## config.mk

```make
export PLATFORM = sky130hd
export DESIGN_NAME = rc3_cfg
export DESIGN_NICKNAME = d
export VERILOG_FILES = /design/src/rtl/rc3_pkg.sv /design/src/rtl/rc3_cfg.sv
export SDC_FILE = /design/constraint.sdc
export NUM_CORES = 1
export LEC_CHECK = 0
export BUFFER_PORTS_ARGS = -buffer_cell sky130_fd_sc_hd__buf_2
export CORE_ASPECT_RATIO = 1.4
export CORE_UTILIZATION = 30
export DETAILED_ROUTE_END_ITERATION = 8
export GPL_ROUTABILITY_DRIVEN = 0
export PLACE_DENSITY_LB_ADDON = 0.25
export SLEW_MARGIN = 25
export SYNTH_ARGS = -nofsm -noshare
export SYNTH_HDL_FRONTEND = slang
export SYNTH_SLANG_ARGS = --single-unit
```

## constraint.sdc

```tcl
create_clock -name clk -period 1.26 [get_ports clk]
set_input_delay 0 -clock clk [delete_from_list [all_inputs] [get_ports clk]]
set_output_delay 0 -clock clk [all_outputs]
set_load 0.01 [all_outputs]
```

## src/rtl/rc3_pkg.sv

```systemverilog
// shared types and constants for the rgb 3x3 convolution block
package rc3_pkg;

	localparam int DEF_MAX_WIDTH = 4096;
	localparam int DEF_COEF_BITS = 8;
	localparam int HEIGHT_LIMIT  = 4096;
	localparam int PIXEL_MAX     = 255;
	localparam int COL_W         = 12;
	localparam int DIM_W         = 13;
	localparam int IDX_W         = 3;

	localparam logic [DIM_W-1:0] RST_WIDTH  = 13'd640;
	localparam logic [DIM_W-1:0] RST_HEIGHT = 13'd480;
	localparam logic [47:0]      RST_KROW0  = 48'd66561;
	localparam logic [47:0]      RST_KROW1  = 48'd265220;
	localparam logic [47:0]      RST_KROW2  = 48'd66561;

	typedef enum logic [IDX_W-1:0] {
		REG_WIDTH  = 3'd0,
		REG_HEIGHT = 3'd1,
		REG_KROW0  = 3'd2,
		REG_KROW1  = 3'd3,
		REG_KROW2  = 3'd4
	} cfg_reg_t;

	typedef struct packed {
		logic [7:0] in_blue;
		logic [7:0] in_green;
		logic [7:0] in_red;
	} in_word_t;

	typedef struct packed {
		logic [7:0] out_blue;
		logic [7:0] out_green;
		logic [7:0] out_red;
		logic       frame_end;
	} out_word_t;

	typedef struct packed {
		logic accept;
		logic load;
		logic mac;
		logic div_init;
		logic div_step;
	} cmd_t;

	typedef struct packed {
		logic interior;
		logic mac_last;
		logic div_last;
	} sts_t;

endpackage

```

## src/rtl/rc3_cfg.sv

```systemverilog
// configuration register file
module rc3_cfg #(
	parameter int COEF_BITS = rc3_pkg::DEF_COEF_BITS
) (
	input  logic                                    clk,
	input  logic                                    arst_n,
	input  logic                                    cfg_valid,
	output logic                                    cfg_ready,
	input  logic [rc3_pkg::IDX_W-1:0]               cfg_index,
	input  logic [((3*COEF_BITS > 13) ? 3*COEF_BITS : 13)-1:0] cfg_data,
	output logic [rc3_pkg::DIM_W-1:0]               image_width,
	output logic [rc3_pkg::DIM_W-1:0]               image_height,
	output logic [2:0][3*COEF_BITS-1:0]             kernel
);

	localparam int KW = 3 * COEF_BITS;

	logic [rc3_pkg::DIM_W-1:0] width_q;
	logic [rc3_pkg::DIM_W-1:0] height_q;
	logic [2:0][KW-1:0]        krow_q;

	assign cfg_ready    = 1'b1;
	assign image_width  = width_q;
	assign image_height = height_q;
	assign kernel       = krow_q;

	always_ff @(posedge clk or negedge arst_n) begin
		if (!arst_n) begin
			width_q   <= rc3_pkg::RST_WIDTH;
			height_q  <= rc3_pkg::RST_HEIGHT;
			krow_q[0] <= rc3_pkg::RST_KROW0[KW-1:0];
			krow_q[1] <= rc3_pkg::RST_KROW1[KW-1:0];
			krow_q[2] <= rc3_pkg::RST_KROW2[KW-1:0];
		end else if (cfg_valid) begin
			case (rc3_pkg::cfg_reg_t'(cfg_index))
				rc3_pkg::REG_WIDTH: begin
					width_q <= cfg_data[rc3_pkg::DIM_W-1:0];
				end
				rc3_pkg::REG_HEIGHT: begin
					height_q <= cfg_data[rc3_pkg::DIM_W-1:0];
				end
				rc3_pkg::REG_KROW0: begin
					krow_q[0] <= cfg_data[KW-1:0];
				end
				rc3_pkg::REG_KROW1: begin
					krow_q[1] <= cfg_data[KW-1:0];
				end
				rc3_pkg::REG_KROW2: begin
					krow_q[2] <= cfg_data[KW-1:0];
				end
				default: begin
				end
			endcase
		end
	end

endmodule

```

# Yosys cells after proc, flatten, opt, wreduce, memory -nomap -nowiden
# Index checks and enable logic that the tools add are counted.
# W data, S select, Z words.
# totals
regBits	98
input_bits	30
# op_classes
eq_ne	4
reduce_logical	6
# op_table
operator	count
$reduce_and A2 Y1	5
$eq A3 B2 Y1 const B	2
$eq A3 B1 Y1 const B	1
$eq A3 B3 Y1 const B	1
$logic_not A3 Y1	1

# Longest topological paths before layout
# depth
depth_word	2
depth_mapped	4
ltp_nobuf	2

# Worst setup path before layout
# No wires, ideal clock.
# synth_timing
kind	in2reg
start	input cfg_index[0] (netlist name)
end	register krow_q, in the netlist kernel[51]
arrival_time_ns	0.899
t_required_ns	1.135
slack_ns	0.236
path_stages	4
n_path_buf	2
cell_sequence	nor4bb_1 -> buf_2 -> buf_6 -> mux2_2
# synth_between
elab_chain_len	2
# synth_lines
item	line	rtl
from (decl)	rc3_cfg.sv:9	input logic [rc3_pkg::IDX_W-1:0] cfg_index,
$eq A3 B3 Y1	rc3_cfg.sv:35	case (rc3_pkg::cfg_reg_t'(cfg_index))
$reduce_and A2 Y1 (no line)	-	
to (decl)	rc3_cfg.sv:20	logic [2:0][KW-1:0] krow_q;
# Every way passes these cells.
# A chain may end at the register's enable or synchronous reset.

# Final worst setup path
# layout_timing
start	register height_q, in the netlist image_height[5]
end	output image_height[5] (netlist name)
# layout_rtl
item	line	rtl
from (decl)	rc3_cfg.sv:19	logic [rc3_pkg::DIM_W-1:0] height_q;
from (signal assigned)	rc3_cfg.sv:30	height_q <= rc3_pkg::RST_HEIGHT;
from (signal assigned)	rc3_cfg.sv:40	height_q <= cfg_data[rc3_pkg::DIM_W-1:0];
to (decl)	rc3_cfg.sv:12	output logic [rc3_pkg::DIM_W-1:0] image_height,
# No word-level cell between the ends.

==> impl.org <==
** Setup path
- Worst R2R Setup Slack :: 0.48 ns
- Critical path fanouts, max :: 2
- Crit-path leading delay family :: flip-flops
- For this run, the slowest stage of the critical path takes 0.54 ns.
- For the worst flop-to-flop path, the logic depth is 1.
- The worst setup path is captured at a primary output.
- Classification of the worst setup path :: reg -> out
- Data required time of the critical path :: 1.26 ns
- At the worst endpoint, the arrival time is 1.01 ns.
- The largest individual stage delay along the critical path comes from the cell dfstp_2.
- The signal on the critical path passes through buf_2.
- Endpoint of the worst register-to-register path :: kernel[56]
- The worst register-to-register path begins at kernel[56].
- Buf/Inv on CP :: 1
- STA classifies the critical path startpoint as a flip-flop.

** Timing
- Setup repair after global routing left no endpoint under its margin.
- Setup TNS :: 0 ns
- Number of pins exceeding their max-slew limit in the final report :: 0
- Final setup violation count :: 0
- In the finished design, the share of the clock period the worst path needs comes to 0.798.
- Setup ws final :: between 0.2 and 0.3 ns
- Across the routed clock network, the largest skew measured is 0 ns.
- Final hold violation count :: 0
- Peak clock frequency supported by timing :: between 900 and 1000 MHz
- The smallest clock period supported by the final layout is computed as 1.01 ns.

** Synthesis
- Number of unique standard cell types used by synthesis :: 13
- Dominant cells by area after synthesis :: dfrtp_1 (54%), mux2_2 (22%), dfstp_2 (11%)
- Yosys reg bits :: 98
- For this run, the register share of the synthesized area comes to 0.647.
- The average instance in the mapped netlist occupies 17.9 um^2.
- Asr flop ratio synth :: 1.00
- Post-synthesis instance area :: 3820 um^2
- Among all flip-flop cells after synthesis, the most frequent one is dfrtp_1.
- Syn Inst Count :: 213
- The share of synthesized area in the top cell type comes to 0.537.
- Commonest cells post-synth :: dfrtp_1 (82), mux2_2 (74), mux2_4 (20), dfstp_2 (16), buf_6 (5)
- The synthesized design spends more area on one cell type than any other, namely dfrtp_1.
- Yosys instantiated no cell more often than dfrtp_1.
- In this run, synthesis inferred 0 flip-flops with an integrated enable.
- Ys Warns :: 0
- The number of nets in the synthesized netlist is 243.

** Placement
- Prior to clock tree synthesis, the placed netlist has a worst setup slack of 0.0111 ns.
- The placed instances occupy a cell area of 4720 um^2.
- The HPWL after detailed placement is 5850 um.
- In this run, placement finished with an instance count of 488.
- Total of buffers placed on input and output ports :: 127

** Clocking
- Max clock buf depth :: 2
- Number of buffers inserted by hold repair at cts :: 25
- CTS Root Cell :: clkbuf_16
- Clock latency on the worst-skew pair :: 0.34 ns
- Once the clock tree was built, the resizer swapped 0 gates to a different size.
- H-tree depth :: 3
- In this run, CTS created clock tree buffers numbering 9.
- Buffer count from post-CTS setup fixing :: 0
- TritonCTS built the clock tree.
- The clock net in this run drives a total of 98 sinks.
- After clock tree synthesis, the clock-pin slew on the worst setup and hold paths is 0.07 ns.

** Cells and area
- Layout cell share with drive strength beyond 1 :: 0.702
- Number of nets in the layout :: 404
- Number of fill cells :: 1171
- Post-Layout Cell Count :: 529
- Antenna Cells :: 0
- Relative to the synthesized area, the layout overhead comes to 38.0%.
- With fillers left out, the area of the finished cells amounts to 5280 um^2.

** Hold path
- Worst min path class :: in -> async

** Run
- The tool flagged a number of max-cap violations equal to 0.

** Route
- Number of violations reported at the end of detailed-routing iteration 0 :: 46
- After detailed routing, the number of remaining DRC violations is 0.
- Post-DR wirelength/cell :: approximately 16 um
- Via total after detailed routing :: around 2400
- Post-route ant nets :: 0
- Per-cell via count in the routed design :: 4.50
- For this block, the routed nets add up to 8700 um of wire.
- The first detailed-routing pass ran for 2 iterations.

** GRT
- The number of antenna violations at the first check in global routing is 0.
- Via count of the first global-routing pass :: 2516
- For this run, the total global-route usage over all layers was measured as 0.140.
- Entering global routing, the biggest net connects 44 pins.
- Final global-route overflow total :: 0
- First-pass GRT wire length :: 14000 um

** Floorplanning
- In this run the horizontal extent of the chip is approximately 97 um.
- Placement Rows :: 48
- DIE AREA :: 13200 um^2
- The die is about 140 um tall.
- IO Pins :: 129
- The core region is roughly 12000 um^2.
- Starting Density :: 0.309

** Power and ir drop
- The analysis attributes to cell leakage a power of 2.50 nW.
- Worst ir drop on vdd :: 0.000599 V
- Power spread over the standard cell area amounts to 1740 nW/um^2.

** Status
- The run finished with clean final reports.
## registers in the layout, indices dropped and copies added, names as in the netlist
signal        count
image_height     13
kernel           72
image_width      13
## layout make-up
class / instances / area (um^2) / share of cell area
well taps: 150 / 188 / 0.0356
multi-input cells: 104 / 1270 / 0.241
clock inverters: 7 / 75.1 / 0.0142
repair buffers: 161 / 1040 / 0.198
flip-flops and latches: 98 / 2470 / 0.469
clock buffers: 9 / 225 / 0.0427
## kinds of logic (layout without fill, tap and decap cells)
logic type             after synthesis  in the layout  share of synthesized area
muxes                               98             98                      0.308
DFF                                 98             98                      0.647
buffers and inverters               11            177                     0.0245
and+or+nand+nor                      5              5                     0.0193
other                                1              1                   0.000981
## worst max path at each step
stage | to | depth (start not counted) | slack, ns | from
floorplan | kernel[51] | 4 | 0.24 | cfg_index[0]
global placement | kernel[62] | 4 | 0.04 | cfg_index[0]
detailed placement | kernel[55] | 4 | 0.01 | cfg_index[0]
CTS | kernel[0] | 1 | 0.23 | kernel[0]
global route | image_width[7] | 1 | 0.21 | image_width[7]
finish | image_height[5] | 1 | 0.25 | image_height[5]
## cell usage in the layout, fill, tap and decap left out, drive strengths merged
master / Yosys / layout
and4bb: 2 / 2
buf: 11 / 136
bufinv: 0 / 1
clkbuf: 0 / 9
clkinv: 0 / 4
conb: 1 / 1
dfrtp: 82 / 82
dfstp: 16 / 16
dlygate4sd3: 0 / 25
inv: 0 / 2
mux2: 98 / 98
nand4b: 1 / 1
nor4b: 1 / 1
nor4bb: 1 / 1
## through the flow
step,util,hold slack (ns),total power [mW]
2_1_floorplan,-,-0.296,5.39
3_3_place_gp,0.382,-0.130,6.40
3_5_place_dp,0.382,-0.129,6.45
4_1_cts,0.426,0.0449,9.33
5_1_grt,0.426,0.0590,9.70
6_report,0.426,0.0456,9.19
## power breakdown
| part | total (mW) | switching, mW | internal (mW) |
|---|---|---|---|
| registers | 4.26 | 0.345 | 3.92 |
| clock network | 2.77 | 1.22 | 1.55 |
| logic | 2.15 | 0.980 | 1.17 |
## per-layer routing
layer	wire length [um]	share of wire	track usage	vias to the layer above
met5	0	0	0	-
met4	172	0.020	0.0645	0
met3	399	0.046	0.0351	13
met2	4370	0.50	0.232	80
met1	3760	0.43	0.171	1212
li1	-	-	-	1076
(Power assumes the default switching activity.)
