===== config.mk =====
export PLATFORM = sky130hd
export DESIGN_NAME = rc3_ctrl
export DESIGN_NICKNAME = d
export VERILOG_FILES = /design/src/rtl/rc3_pkg.sv /design/src/rtl/rc3_ctrl.sv
export SDC_FILE = /design/constraint.sdc
export NUM_CORES = 1
export LEC_CHECK = 0
export ABC_AREA = 1
export BUFFER_PORTS_ARGS = -buffer_cell sky130_fd_sc_hd__buf_4
export CORE_AREA = 5 5 42 44
export CTS_CLUSTER_SIZE = 10
export DETAILED_ROUTE_END_ITERATION = 10
export DIE_AREA = 0 0 47 49
export PLACE_DENSITY = 0.48
export SLEW_MARGIN = 20
export SYNTH_ARGS = -nofsm -noshare
export SYNTH_HDL_FRONTEND = slang
export SYNTH_SLANG_ARGS = --single-unit

===== constraint.sdc =====
create_clock -name clk -period 1.57 [get_ports clk]
set_input_delay 0 -clock clk [delete_from_list [all_inputs] [get_ports clk]]
set_output_delay 0 -clock clk [all_outputs]
set_load 0.02 [all_outputs]

===== src/rtl/rc3_pkg.sv =====
// shared types and constants for the rgb 3x3 convolution block
package rc3_pkg;

	localparam int DEF_MAX_WIDTH = 4096;
	localparam int DEF_COEF_BITS = 8;
	localparam int HEIGHT_LIMIT  = 4096;
	localparam int PIXEL_MAX     = 255;
	localparam int COL_W         = 12;
	localparam int DIM_W         = 13;
	localparam int IDX_W         = 3;

	localparam logic [DIM_W-1:0] RST_WIDTH  = 13'd640;
	localparam logic [DIM_W-1:0] RST_HEIGHT = 13'd480;
	localparam logic [47:0]      RST_KROW0  = 48'd66561;
	localparam logic [47:0]      RST_KROW1  = 48'd265220;
	localparam logic [47:0]      RST_KROW2  = 48'd66561;

	typedef enum logic [IDX_W-1:0] {
		REG_WIDTH  = 3'd0,
		REG_HEIGHT = 3'd1,
		REG_KROW0  = 3'd2,
		REG_KROW1  = 3'd3,
		REG_KROW2  = 3'd4
	} cfg_reg_t;

	typedef struct packed {
		logic [7:0] in_blue;
		logic [7:0] in_green;
		logic [7:0] in_red;
	} in_word_t;

	typedef struct packed {
		logic [7:0] out_blue;
		logic [7:0] out_green;
		logic [7:0] out_red;
		logic       frame_end;
	} out_word_t;

	typedef struct packed {
		logic accept;
		logic load;
		logic mac;
		logic div_init;
		logic div_step;
	} cmd_t;

	typedef struct packed {
		logic interior;
		logic mac_last;
		logic div_last;
	} sts_t;

endpackage


===== src/rtl/rc3_ctrl.sv =====
// controller state machine: intake, window load, mac, divide, result
module rc3_ctrl (
	input  logic          clk,
	input  logic          arst_n,
	input  logic          in_valid,
	output logic          in_stall,
	output logic          out_valid,
	input  logic          out_stall,
	input  rc3_pkg::sts_t sts,
	output rc3_pkg::cmd_t cmd
);

	typedef enum logic [5:0] {
		S_IDLE = 6'b000001,
		S_LOAD = 6'b000010,
		S_MAC  = 6'b000100,
		S_DIVI = 6'b001000,
		S_DIV  = 6'b010000,
		S_OUT  = 6'b100000
	} state_t;

	state_t state_q;
	state_t state_n;

	assign in_stall  = (state_q != S_IDLE);
	assign out_valid = (state_q == S_OUT);

	always_comb begin
		state_n = state_q;
		cmd     = '0;
		case (state_q)
			S_IDLE: begin
				if (in_valid) begin
					cmd.accept = 1'b1;
					state_n    = S_LOAD;
				end
			end
			S_LOAD: begin
				cmd.load = 1'b1;
				state_n  = sts.interior ? S_MAC : S_IDLE;
			end
			S_MAC: begin
				cmd.mac = 1'b1;
				if (sts.mac_last) begin
					state_n = S_DIVI;
				end
			end
			S_DIVI: begin
				cmd.div_init = 1'b1;
				state_n      = S_DIV;
			end
			S_DIV: begin
				cmd.div_step = 1'b1;
				if (sts.div_last) begin
					state_n = S_OUT;
				end
			end
			S_OUT: begin
				if (!out_stall) begin
					state_n = S_IDLE;
				end
			end
			default: begin
				state_n = S_IDLE;
			end
		endcase
	end

	always_ff @(posedge clk or negedge arst_n) begin
		if (!arst_n) begin
			state_q <= S_IDLE;
		end else begin
			state_q <= state_n;
		end
	end

endmodule


=== Word level (Yosys, flattened, before mapping) ===
Cells that the tools add are included.

* Register bits after elaboration: 6
* Output and inout port bits: 7
* Word-level logic and storage cells: 25

* Reductions and logical operators: 1
* Multiplexer cells: 12
* Eq/ne operators: 11

{| class="wikitable"
|+ Operators with widths
! operator !! number
|-
| $pmux W6 S6 || 1
|-
| $mux W6 || 4
|-
| $ne A2 B2 Y1 const B || 4
|-
| $eq A6 B1 Y1 const B || 1
|-
| $eq A6 B2 Y1 const B || 1
|-
| $eq A6 B3 Y1 const B || 1
|-
| $eq A6 B4 Y1 const B || 1
|-
| $eq A6 B5 Y1 const B || 1
|-
| $eq A6 B6 Y1 const B || 1
|-
| $mux W1 || 6
|-
| $ne A6 B1 Y1 const B || 1
|-
| $reduce_and A4 Y1 || 1
|-
| $mux W3 || 1
|}

=== Depth between registers and ports, before layout ===
Gate-level depths: netlist of run 1.

* Depth in word-level cells: 3
* Mapped depth: 7

=== Worst setup path after synthesis of run 1 ===
Ideal clock, no wire load.

* Kind: reg2out
* Start: reg state_q[0]
* End: out cmd[4] (netlist name)
* Buffers on the path: 0
* Setup slack: 0.280 ns
* Stages on the path, launching flop included: 5
* Data required time: 1.570 ns
* Arrival time: 1.290 ns
* Path through: dfstp_2 -> inv_1 -> nor2_1 -> nand3_1 -> nor2_1

{| class="wikitable"
|+ RTL lines
! what !! line !! text
|-
| start: declaration || rc3_ctrl.sv:22 || <nowiki>state_t state_q;</nowiki>
|-
| start signal: assignment || rc3_ctrl.sv:73 || <nowiki>state_q <= state_n;</nowiki>
|-
| end: declaration || rc3_ctrl.sv:10 || <nowiki>output rc3_pkg::cmd_t cmd</nowiki>
|}

==> results of run 1 <==
-- area by class of cell --
cell class / instances / area [sq um] / area share (%)
multi-input combinational: 36 / 191 / 36.1
sequential: 6 / 151 / 28.5
timing repair buffer: 14 / 108 / 20.3
inverter: 9 / 33.8 / 6.37
clock buffer: 4 / 26.3 / 4.95
tap: 16 / 20.0 / 3.77
-- cells by family (layout without fill, tap and decap cells) --
logic type	Yosys count	after routing	synth area share, %
AND/OR/NAND/NOR	34	34	48.2
buffers and inverters	9	27	8.97
flip-flops	6	6	40.2
AO/OA/AOI/OAI	2	2	2.66
-- power breakdown --
part	internal, uW	total [uW]	switching, uW
Clock	96.4	155	58.6
Combinational	128	354	226
Sequential	197	225	27.3
-- metrics by stage --
| step | cells | hold slack (ns) |
|---|---|---|
| detailed placement | 80 | -0.189 |
| floorplan | 51 | -0.296 |
| CTS | 85 | 0.0136 |
| finish | 85 | 0.0148 |
| global placement | 80 | -0.190 |
| global route | 85 | 0.0540 |
-- worst register-to-register path: stages (launching register included) --
cell	delay [ns]
dfstp_2	0.53
inv_1	0.05
nor2_1	0.14
nand4_1	0.12
nand2_1	0.12
nor2_1	0.06
nand2_1	0.06
nand2_1	0.05
-- routing by layer --
layer  global-route usage [%]  wire length (microns)  vias up
li1                         -                      -      198
met1                     12.1                    400      158
met2                     10.6                    341       15
met3                     1.48                     57        5
met4                     9.68                     53        0
met5                        0                      0        -
-- cells in the final DEF (no fill, tap or decap) --
| cell type | synthesis | layout |
|---|---|---|
| a21oi_1 | 1 | 1 |
| and3_2 | 1 | 1 |
| buf_4 | 0 | 13 |
| clkbuf_1 | 0 | 1 |
| clkbuf_4 | 0 | 3 |
| dfrtp_1 | 5 | 5 |
| dfstp_2 | 1 | 1 |
| dlygate4sd3_1 | 0 | 1 |
| inv_1 | 9 | 9 |
| nand2_1 | 10 | 10 |
| nand3_1 | 3 | 3 |
| nand3_2 | 1 | 1 |
| nand4_1 | 4 | 4 |
| nor2_1 | 9 | 9 |
| nor2_2 | 3 | 3 |
| nor2_4 | 1 | 1 |
| nor3_2 | 1 | 1 |
| nor3b_2 | 1 | 1 |
| o21ai_0 | 1 | 1 |
-- how the worst max path moves through the flow --
stage,to,from,cells past startpoint,slack [ns]
4_1_cts,cmd[4],state_q[0],5,0.18
5_1_grt,cmd[4],state_q[0],5,0.1
6_report,cmd[4],state_q[0],5,0.19
3_5_place_dp,state_q[5],state_q[0],7,0.34
3_3_place_gp,state_q[5],state_q[0],7,0.35
2_1_floorplan,cmd[4],state_q[0],4,0.28
==> flow_summary.json, run 1 <==
{
  "synth_area_leaders": "dfrtp_1, nand2_1, inv_1",
  "grt-ovfl-total": 0,
  "drt_iter0_markers": 6,
  "cp_data_arrival_time_ns": 1.38,
  "rsz0062_at_grt": "no",
  "hold_path_depth": 3,
  "slew_headroom_pct": 85.5,
  "layout-drive-gt1-share_pct": 36.2,
  "viasPerCell": 4.42,
  "slew_viol_final": 0,
  "grt_antenna_before_repair": 0,
  "synth_edf_count": 0,
  "clkTransAtPathRegs_ns": 0.05,
  "ios": 14,
  "worstMarginPinSlew_ns": 0.218,
  "ys_async_sr_fraction_pct": 100,
  "cp.required_ns": 1.57,
  "dr.pass1.iters": 4,
  "cts_hold_buf": 1,
  "finalCritPeriodShare_pct": 87.7,
  "syn-num-nets": 58,
  "die_h_microns": 49,
  "die_area_sq_um": 2300,
  "dp_hpwl_microns": 716,
  "setup_ws_ns": 0.194,
  "clock-sinks": 6,
  "design_area_sq_um": 531,
  "worstSkewPairLatency_ns": 0.25,
  "min_to": "state_q[2]",
  "regMostFlops": "state_q",
  "hold_viol": 0,
  "largest_reg_flops": 6,
  "hp-class": "input port to flip-flop",
  "synth_top_cell_by_area": "dfrtp_1",
  "area_delta_synth_final_pct": 40.9,
  "gp_congestion": 0.798,
  "critPathSlowestCell": "dfstp_2",
  "synth_seq_cells": 6,
  "timing.final.crit_period_ns": 1.38,
  "synth_flop_cell": "dfrtp_1",
  "reg.largest.list": "state_q x6",
  "port_buffers": 13,
  "hold_start": "sts[2]",
  "cts_tree": "done",
  "cts_buffers": 3,
  "power_uw": 734,
  "endpoint_kind": "primary output",
  "fin_tns_setup_ns": 0,
  "grt_pass1_vias": 370,
  "wl_per_cell_microns": 10.0,
  "ir_drop_mv": 0.557,
  "slowest_delay_ns": 0.53,
  "track_usage_pct": 8.92,
  "vias": 376,
  "start_util_pct": 26.9,
  "postSynthAreaPerCell_sq_um": 7.38,
  "r2r_cells": 7,
  "seq_area_frac_synth_pct": 40.2,
  "ys_warn_count": 0,
  "worstSetupStartpointType": "flip-flop",
  "ant_nets": 0,
  "drc_errors": 0,
  "grt_max_degree": 8,
  "root_buffer": "clkbuf_4",
  "synth_top_area_share_pct": 33.2,
  "power_density_nw_per_um2": 1380,
  "timing.rr.end": "state_q[5]",
  "p_leak_uw": 0.000304,
  "synth_cell_types": 15,
  "cp_num_buf_inv": 2,
  "grt_first_pass_wirelength_mm": 1.41,
  "fin_skew_ns": 0.00734,
  "cts_post_setup_buffers_inserted": 0,
  "crit_top_cell": "nor2_1",
  "status": "complete, no violations",
  "max_clock_freq_mhz": 727,
  "nNetsFinal": 77,
  "core_sq_um": 1400,
  "synth_cells": 51,
  "clock_path_buffers": 2,
  "rr_startpoint": "state_q[0]",
  "post_dp_cell_area_sq_um": 494,
  "final_util_pct": 37.9,
  "htree_levels": 1,
  "final-setup-viol-count": 0,
  "crit_chain": "inv_1 -> nor2_1 -> nand3_1 -> nor2_1 -> buf_4",
  "insertedDiodeCount": 0,
  "final.fill_count": 162,
  "rrSetupSlack_ns": 0.34,
  "synth_area_sq_um": 377,
  "place_worst_setup_slack_ns": 0.341,
  "rows": 14,
  "synth_commonest_cells": "nand2_1, inv_1, nor2_1, dfrtp_1, nand4_1",
  "synth_most_common_cell": "nand2_1",
  "drt-total-wl_microns": 852,
  "crit_family": "flip-flops",
  "cts_resized": 0,
  "maxCapViolCount": 0,
  "worstSetupPathType": "flip-flop to primary output",
  "fp.dieW_microns": 47,
  "worstPathMaxFanout": 4
}
(Power assumes the default switching activity.)
==> inputs of run 2 (changes only) <==
- ABC_AREA: 1 -> 0
- CELL_PAD_IN_SITES_DETAIL_PLACEMENT: unset -> 1
- CELL_PAD_IN_SITES_GLOBAL_PLACEMENT: unset -> 1
- PLACE_DENSITY: 0.48 -> 0.62
==> run 2 against run 1 <==
- the run now ends with setup timing left
- cell area up 42%
- global-route usage rose by 6.6 points
- clock-buffer cell count unchanged
- sequential share of layout area shrank 8.5 points
- hold slack improved by 0.0043 ns
- sequential power is 17% higher
- setup slack worse by 0.47 ns
- utilization up 16 points
- critical path type unchanged
- largest power group unchanged
- synthesized cell count shrank 25%
- via count rose by 22%
- flip-flop and latch count unchanged
==> flow_summary.json, run 2 <==
{
  "slowest_delay_ns": 0.55,
  "dr.pass1.iters": 4,
  "vias": 460,
  "drc_errors": 0,
  "drt-total-wl_mm": 1.52,
  "dp_hpwl_mm": 1.11,
  "core_sq_um": 1400,
  "insertedDiodeCount": 0,
  "setup_ws_ns": -0.279,
  "finalCritPeriodShare_pct": 118,
  "fin_skew_ns": 0.00131,
  "synth_cells": 38,
  "drt_iter0_markers": 3,
  "grt-ovfl-total": 0,
  "synth_top_area_share_pct": 31.8,
  "final-setup-viol-count": 11,
  "track_usage_pct": 15.6,
  "gp_congestion": 0.793,
  "worstSetupPathType": "flip-flop to primary output",
  "worstSetupStartpointType": "flip-flop",
  "power_uw": 1140,
  "max_clock_freq_mhz": 541,
  "ys_warn_count": 0,
  "worstPathMaxFanout": 3,
  "slew_headroom_pct": 75.7,
  "worstSkewPairLatency_ns": 0.25,
  "power_density_nw_per_um2": 1510,
  "wl_per_cell_microns": 17.5,
  "status": "complete, but fails checks",
  "maxCapViolCount": 0,
  "hold_viol": 0,
  "cp.required_ns": 1.57,
  "ant_nets": 0,
  "synth_commonest_cells": "dfrtp_1, nor2_1, inv_1",
  "grt_antenna_before_repair": 0,
  "port_buffers": 13,
  "slew_viol_final": 0,
  "ys_async_sr_fraction_pct": 100,
  "crit_chain": "or4_4 -> or3b_4 -> nor2_4 -> buf_6",
  "hp-class": "input port to flip-flop",
  "synth_seq_cells": 6,
  "clock_path_buffers": 2,
  "htree_levels": 1,
  "postSynthAreaPerCell_sq_um": 10.3,
  "die_h_microns": 49,
  "synth_area_sq_um": 393,
  "endpoint_kind": "primary output",
  "top_usage_layer": "met2",
  "violations": "setup timing",
  "ios": 14,
  "layout_commonest_cell": "buf_4",
  "clock-sinks": 6,
  "synth_flop_cell": "dfrtp_1",
  "grt_util_met3_pct": 3.69,
  "grt_pass1_vias": 532,
  "synth_edf_count": 0,
  "fin_cells": 87,
  "area_delta_synth_final_pct": 92.4,
  "layout-drive-gt1-share_pct": 64.8,
  "regMostFlops": "state_q",
  "gr-usage-met1_pct": 17.4,
  "largest_reg_flops": 6,
  "synth_area_leaders": "dfrtp_1, dfstp_2, nor4b_1",
  "layout_common_cells": "buf_4, buf_6, dfrtp_1",
  "viasPerCell": 5.29,
  "dpl.cell_count": 75,
  "p_leak_uw": 0.000359,
  "ir_drop_mv": 0.805,
  "reg.largest.list": "state_q x6",
  "rsz0062_at_grt": "yes",
  "syn-num-nets": 45,
  "cts_buffers": 3,
  "grt_use_met2_pct": 27.1,
  "grt_first_pass_wirelength_mm": 2.53,
  "final.fill_count": 158,
  "critPathSlowestCell": "or4_4",
  "start_util_pct": 28.0,
  "worstMarginPinSlew_ns": 0.359,
  "clkTransAtPathRegs_ns": 0.05,
  "die_area_sq_um": 2300,
  "synth_cell_types": 25,
  "cts_tree": "done",
  "grt_max_degree": 9,
  "nNetsFinal": 79,
  "cp_data_arrival_time_ns": 1.85,
  "timing.final.crit_period_ns": 1.85,
  "fp.dieW_microns": 47,
  "rows": 14,
  "root_buffer": "clkbuf_4",
  "synth_most_common_cell": "dfrtp_1",
  "seq_area_frac_synth_pct": 38.5,
  "synth_top_cell_by_area": "dfrtp_1"
}
run 2: path summary, 6_finish.rpt:
| path | startpoint | end | slack, ns | cells after the start |
|---|---|---|---|---|
| worst max-delay path | state_q[3] | cmd[4] | -0.28 | 4 |
| worst min-delay path | sts[2] | state_q[0] | 0.02 | 3 |
| worst max register to register | state_q[3] | state_q[5] | -0.27 | 4 |
| worst min register to register | state_q[5] | state_q[0] | 0.77 | 4 |
| max in group asynchronous | arst_n | state_q[0] | 1.26 | 2 |
| min in group asynchronous | arst_n | state_q[4] | 0.10 | 2 |
run 2: power breakdown:
| group | internal, uW | total (uW) | switching [uW] |
|---|---|---|---|
| clock network | 97.0 | 164 | 67.3 |
| registers | 199 | 264 | 64.8 |
| logic | 403 | 716 | 313 |
run 2: kinds of logic after synthesis:
| family | after synthesis | synth area share, % |
|---|---|---|
| buf+inv | 4 | 5.73 |
| xor+xnor | 1 | 2.23 |
| flops | 6 | 38.5 |
| compound gates | 7 | 16.6 |
| simple gates | 20 | 36.9 |
run 2: worst max-delay path, delay by kind of cell, from the launching register on:
kind,cells,cell delay [ns]
and+or+nand+nor,3,1.08
DFF,1,0.40
buffers and inverters,1,0.12
run 2: per-stage QoR:
stage / utilization (%) / setup WS, ns / hold slack, ns / setup TNS [ns] / instance area, sq um
global route: 53.9 / -0.333 / 0.0248 / -2.58 / 756
detailed placement: 42.3 / -0.234 / -0.184 / -1.02 / 593
global placement: 42.3 / -0.171 / -0.188 / -0.670 / 593
CTS: 52.0 / -0.270 / 0.0185 / -2.01 / 728
finish: 53.9 / -0.279 / 0.0191 / -1.99 / 756
floorplan: - / -0.224 / -0.296 / -1.07 / 419
run 2: cell type report:
cell class,instances,area [sq um],area share [%]
Inverter,3,11.3,1.49
Tap cell,16,20.0,2.65
Clock buffer,4,26.3,3.48
Multi-Input combinational cell,28,292,38.6
Sequential cell,6,151,20.0
Timing Repair Buffer,30,255,33.8
run 2: repair_timing:
item,CTS,global route
setup buffers,4,1
resized for setup,13,4
setup endpoints to repair,12,12
hold buffers,3,0
endpoints found under the hold margin,8,0
gates cloned,0,0
pin swaps,7,3
run 2: metal layers:
layer / vias up / routed length [microns]
met5: - / 0
met2: 17 / 876
met1: 233 / 569
met4: 0 / 8
li1: 208 / -
met3: 2 / 70
==> inputs of run 3 (changes only) <==
- PLACE_DENSITY: 0.62 -> unset
- PLACE_DENSITY_LB_ADDON: unset -> 0.3
- clock period: 1.57 -> 2.32 ns (I/O delays scaled with it)
==> run 3 against run 2 <==
- the run now ends clean
- largest power group unchanged
- flip-flop and latch count is the same
- non-clock buffer count shrank 13
- combinational power shrank 65%
- highest routed layer unchanged
- sequential share of layout area grew 6.7 points
- critical path type unchanged
- largest cell class unchanged
- clock skew grew 0.0077 ns
==> flow_summary.json, run 3 (synthesized netlist as in run 2, its figures left out) <==
{
  "fp.dieW_microns": 47,
  "power_density_nw_per_um2": 943,
  "viasPerCell": 4.96,
  "endpoint_kind": "primary output",
  "grt_util_met3_pct": 3.32,
  "grt-ovfl-total": 0,
  "dr.pass1.iters": 2,
  "dp_hpwl_microns": 776,
  "grt_max_degree": 9,
  "maxCapViolCount": 0,
  "ir_drop_mv": 0.438,
  "reg.largest.list": "state_q x6",
  "p_clk_share_pct": 20.3,
  "port_buffers": 13,
  "cts_tree": "done",
  "status": "complete, no violations",
  "grt_antenna_before_repair": 0,
  "worstSetupPathType": "flip-flop to primary output",
  "clock_path_buffers": 2,
  "ant_nets": 0,
  "wl_per_cell_microns": 13.4,
  "track_usage_pct": 10.1,
  "layout-drive-gt1-share_pct": 41.4,
  "nNetsFinal": 66,
  "fin_tns_setup_ns": 0,
  "regMostFlops": "state_q",
  "final.fill_count": 181,
  "die_h_microns": 49,
  "start_util_pct": 28.0,
  "clock-sinks": 6,
  "worstPathMaxFanout": 8,
  "rows": 14,
  "hp-class": "input port to flip-flop",
  "slew_viol_final": 0,
  "grt_use_met2_pct": 13.8,
  "timing.final.crit_period_ns": 2.03,
  "clkTransAtPathRegs_ns": 0.05,
  "fin_cells": 74,
  "worstSkewPairLatency_ns": 0.25,
  "cts_post_setup_buffers_inserted": 0,
  "finalCritPeriodShare_pct": 87.5,
  "drc_errors": 0,
  "drt-total-wl_microns": 994,
  "largest_reg_flops": 6,
  "grt_first_pass_wirelength_mm": 1.64,
  "cts_resized": 0,
  "cp_data_arrival_time_ns": 2.03,
  "core_sq_um": 1400,
  "layout_common_cells": "buf_4, dfrtp_1, nor2_1, dlygate4sd3_1",
  "worstMarginPinSlew_ns": 0.379,
  "gr-usage-met1_pct": 12.8,
  "htree_levels": 1,
  "drt_iter0_markers": 8,
  "rsz0062_at_grt": "no",
  "fin_skew_ns": 0.00902,
  "power.switching_uw": 205,
  "hold_viol": 0,
  "grt_pass1_vias": 383,
  "area_delta_synth_final_pct": 43.9,
  "max_clock_freq_mhz": 492,
  "dpl.cell_count": 66,
  "vias": 367,
  "p_seq_share_pct": 32.0,
  "slew_headroom_pct": 74.5,
  "layout_commonest_cell": "buf_4",
  "gp_congestion": 0.680,
  "final-setup-viol-count": 0,
  "cts_buffers": 3,
  "ios": 14,
  "p_leak_uw": 0.000275,
  "p_comb_share_pct": 47.7,
  "root_buffer": "clkbuf_4",
  "netSwitchingFraction_pct": 38.4,
  "die_area_sq_um": 2300,
  "cp.required_ns": 2.32,
  "worstSetupStartpointType": "flip-flop",
  "insertedDiodeCount": 0,
  "top_usage_layer": "met2",
  "internal-power_uw": 329
}
[run 3: critical path, cell delays in order (launching register included)]
cell and delay, ns:
dfrtp_1 0.46, or4_4 0.56, or3b_2 0.51, nor2_1 0.11
buf_4 0.15
[run 3: path summary, 6_finish.rpt]
path,from,endpoint,slack [ns],cells after the start
worst max register to register,state_q[4],state_q[5],0.47,4
worst min register to register,state_q[1],state_q[0],0.65,2
worst min-delay path,sts[2],state_q[0],0.02,3
max in group asynchronous,arst_n,state_q[0],2.01,2
worst max-delay path,state_q[4],cmd[4],0.29,4
min in group asynchronous,arst_n,state_q[5],0.10,2
[run 3: cell type report]
class,instances,area [sq um],share of cell area [%]
inverters,3,11.3,1.99
multi-input cells,28,219,38.7
well taps,16,20.0,3.54
repair buffers,17,138,24.3
clock buffers,4,26.3,4.65
flip-flops and latches,6,151,26.8
[run 3: routing by layer]
| layer | share of wire (%) | vias up |
|---|---|---|
| li1 | - | 186 |
| met1 | 44 | 166 |
| met2 | 47 | 13 |
| met3 | 7.1 | 2 |
| met4 | 1.4 | 0 |
| met5 | 0 | - |
[run 3: power by group through the flow]
stage / combinational [uW] / clock [uW] / sequential, uW
global route: 279 / 119 / 177
detailed placement: 252 / 0 / 173
floorplan: 181 / 0 / 160
global placement: 255 / 0 / 172
CTS: 259 / 115 / 171
finish: 254 / 108 / 171
[run 3: through the flow]
| step | hold slack (ns) | cell area, sq um | setup slack [ns] | util [%] | total power [uW] |
|---|---|---|---|---|---|
| 6_report | 0.0205 | 566 | 0.289 | 40.4 | 533 |
| 5_1_grt | 0.0146 | 566 | 0.210 | 40.4 | 575 |
| 4_1_cts | 0.0123 | 566 | 0.276 | 40.4 | 546 |
| 3_5_place_dp | -0.187 | 499 | 0.470 | 35.6 | 425 |
| 3_3_place_gp | -0.186 | 499 | 0.499 | 35.6 | 427 |
| 2_1_floorplan | -0.296 | 393 | 0.354 | - | 341 |
[run 3: timing repair]
item                                    CTS  global route
endpoints found under the hold margin     9             0
hold buffers                              4             0
endpoints found under the setup margin    0             0
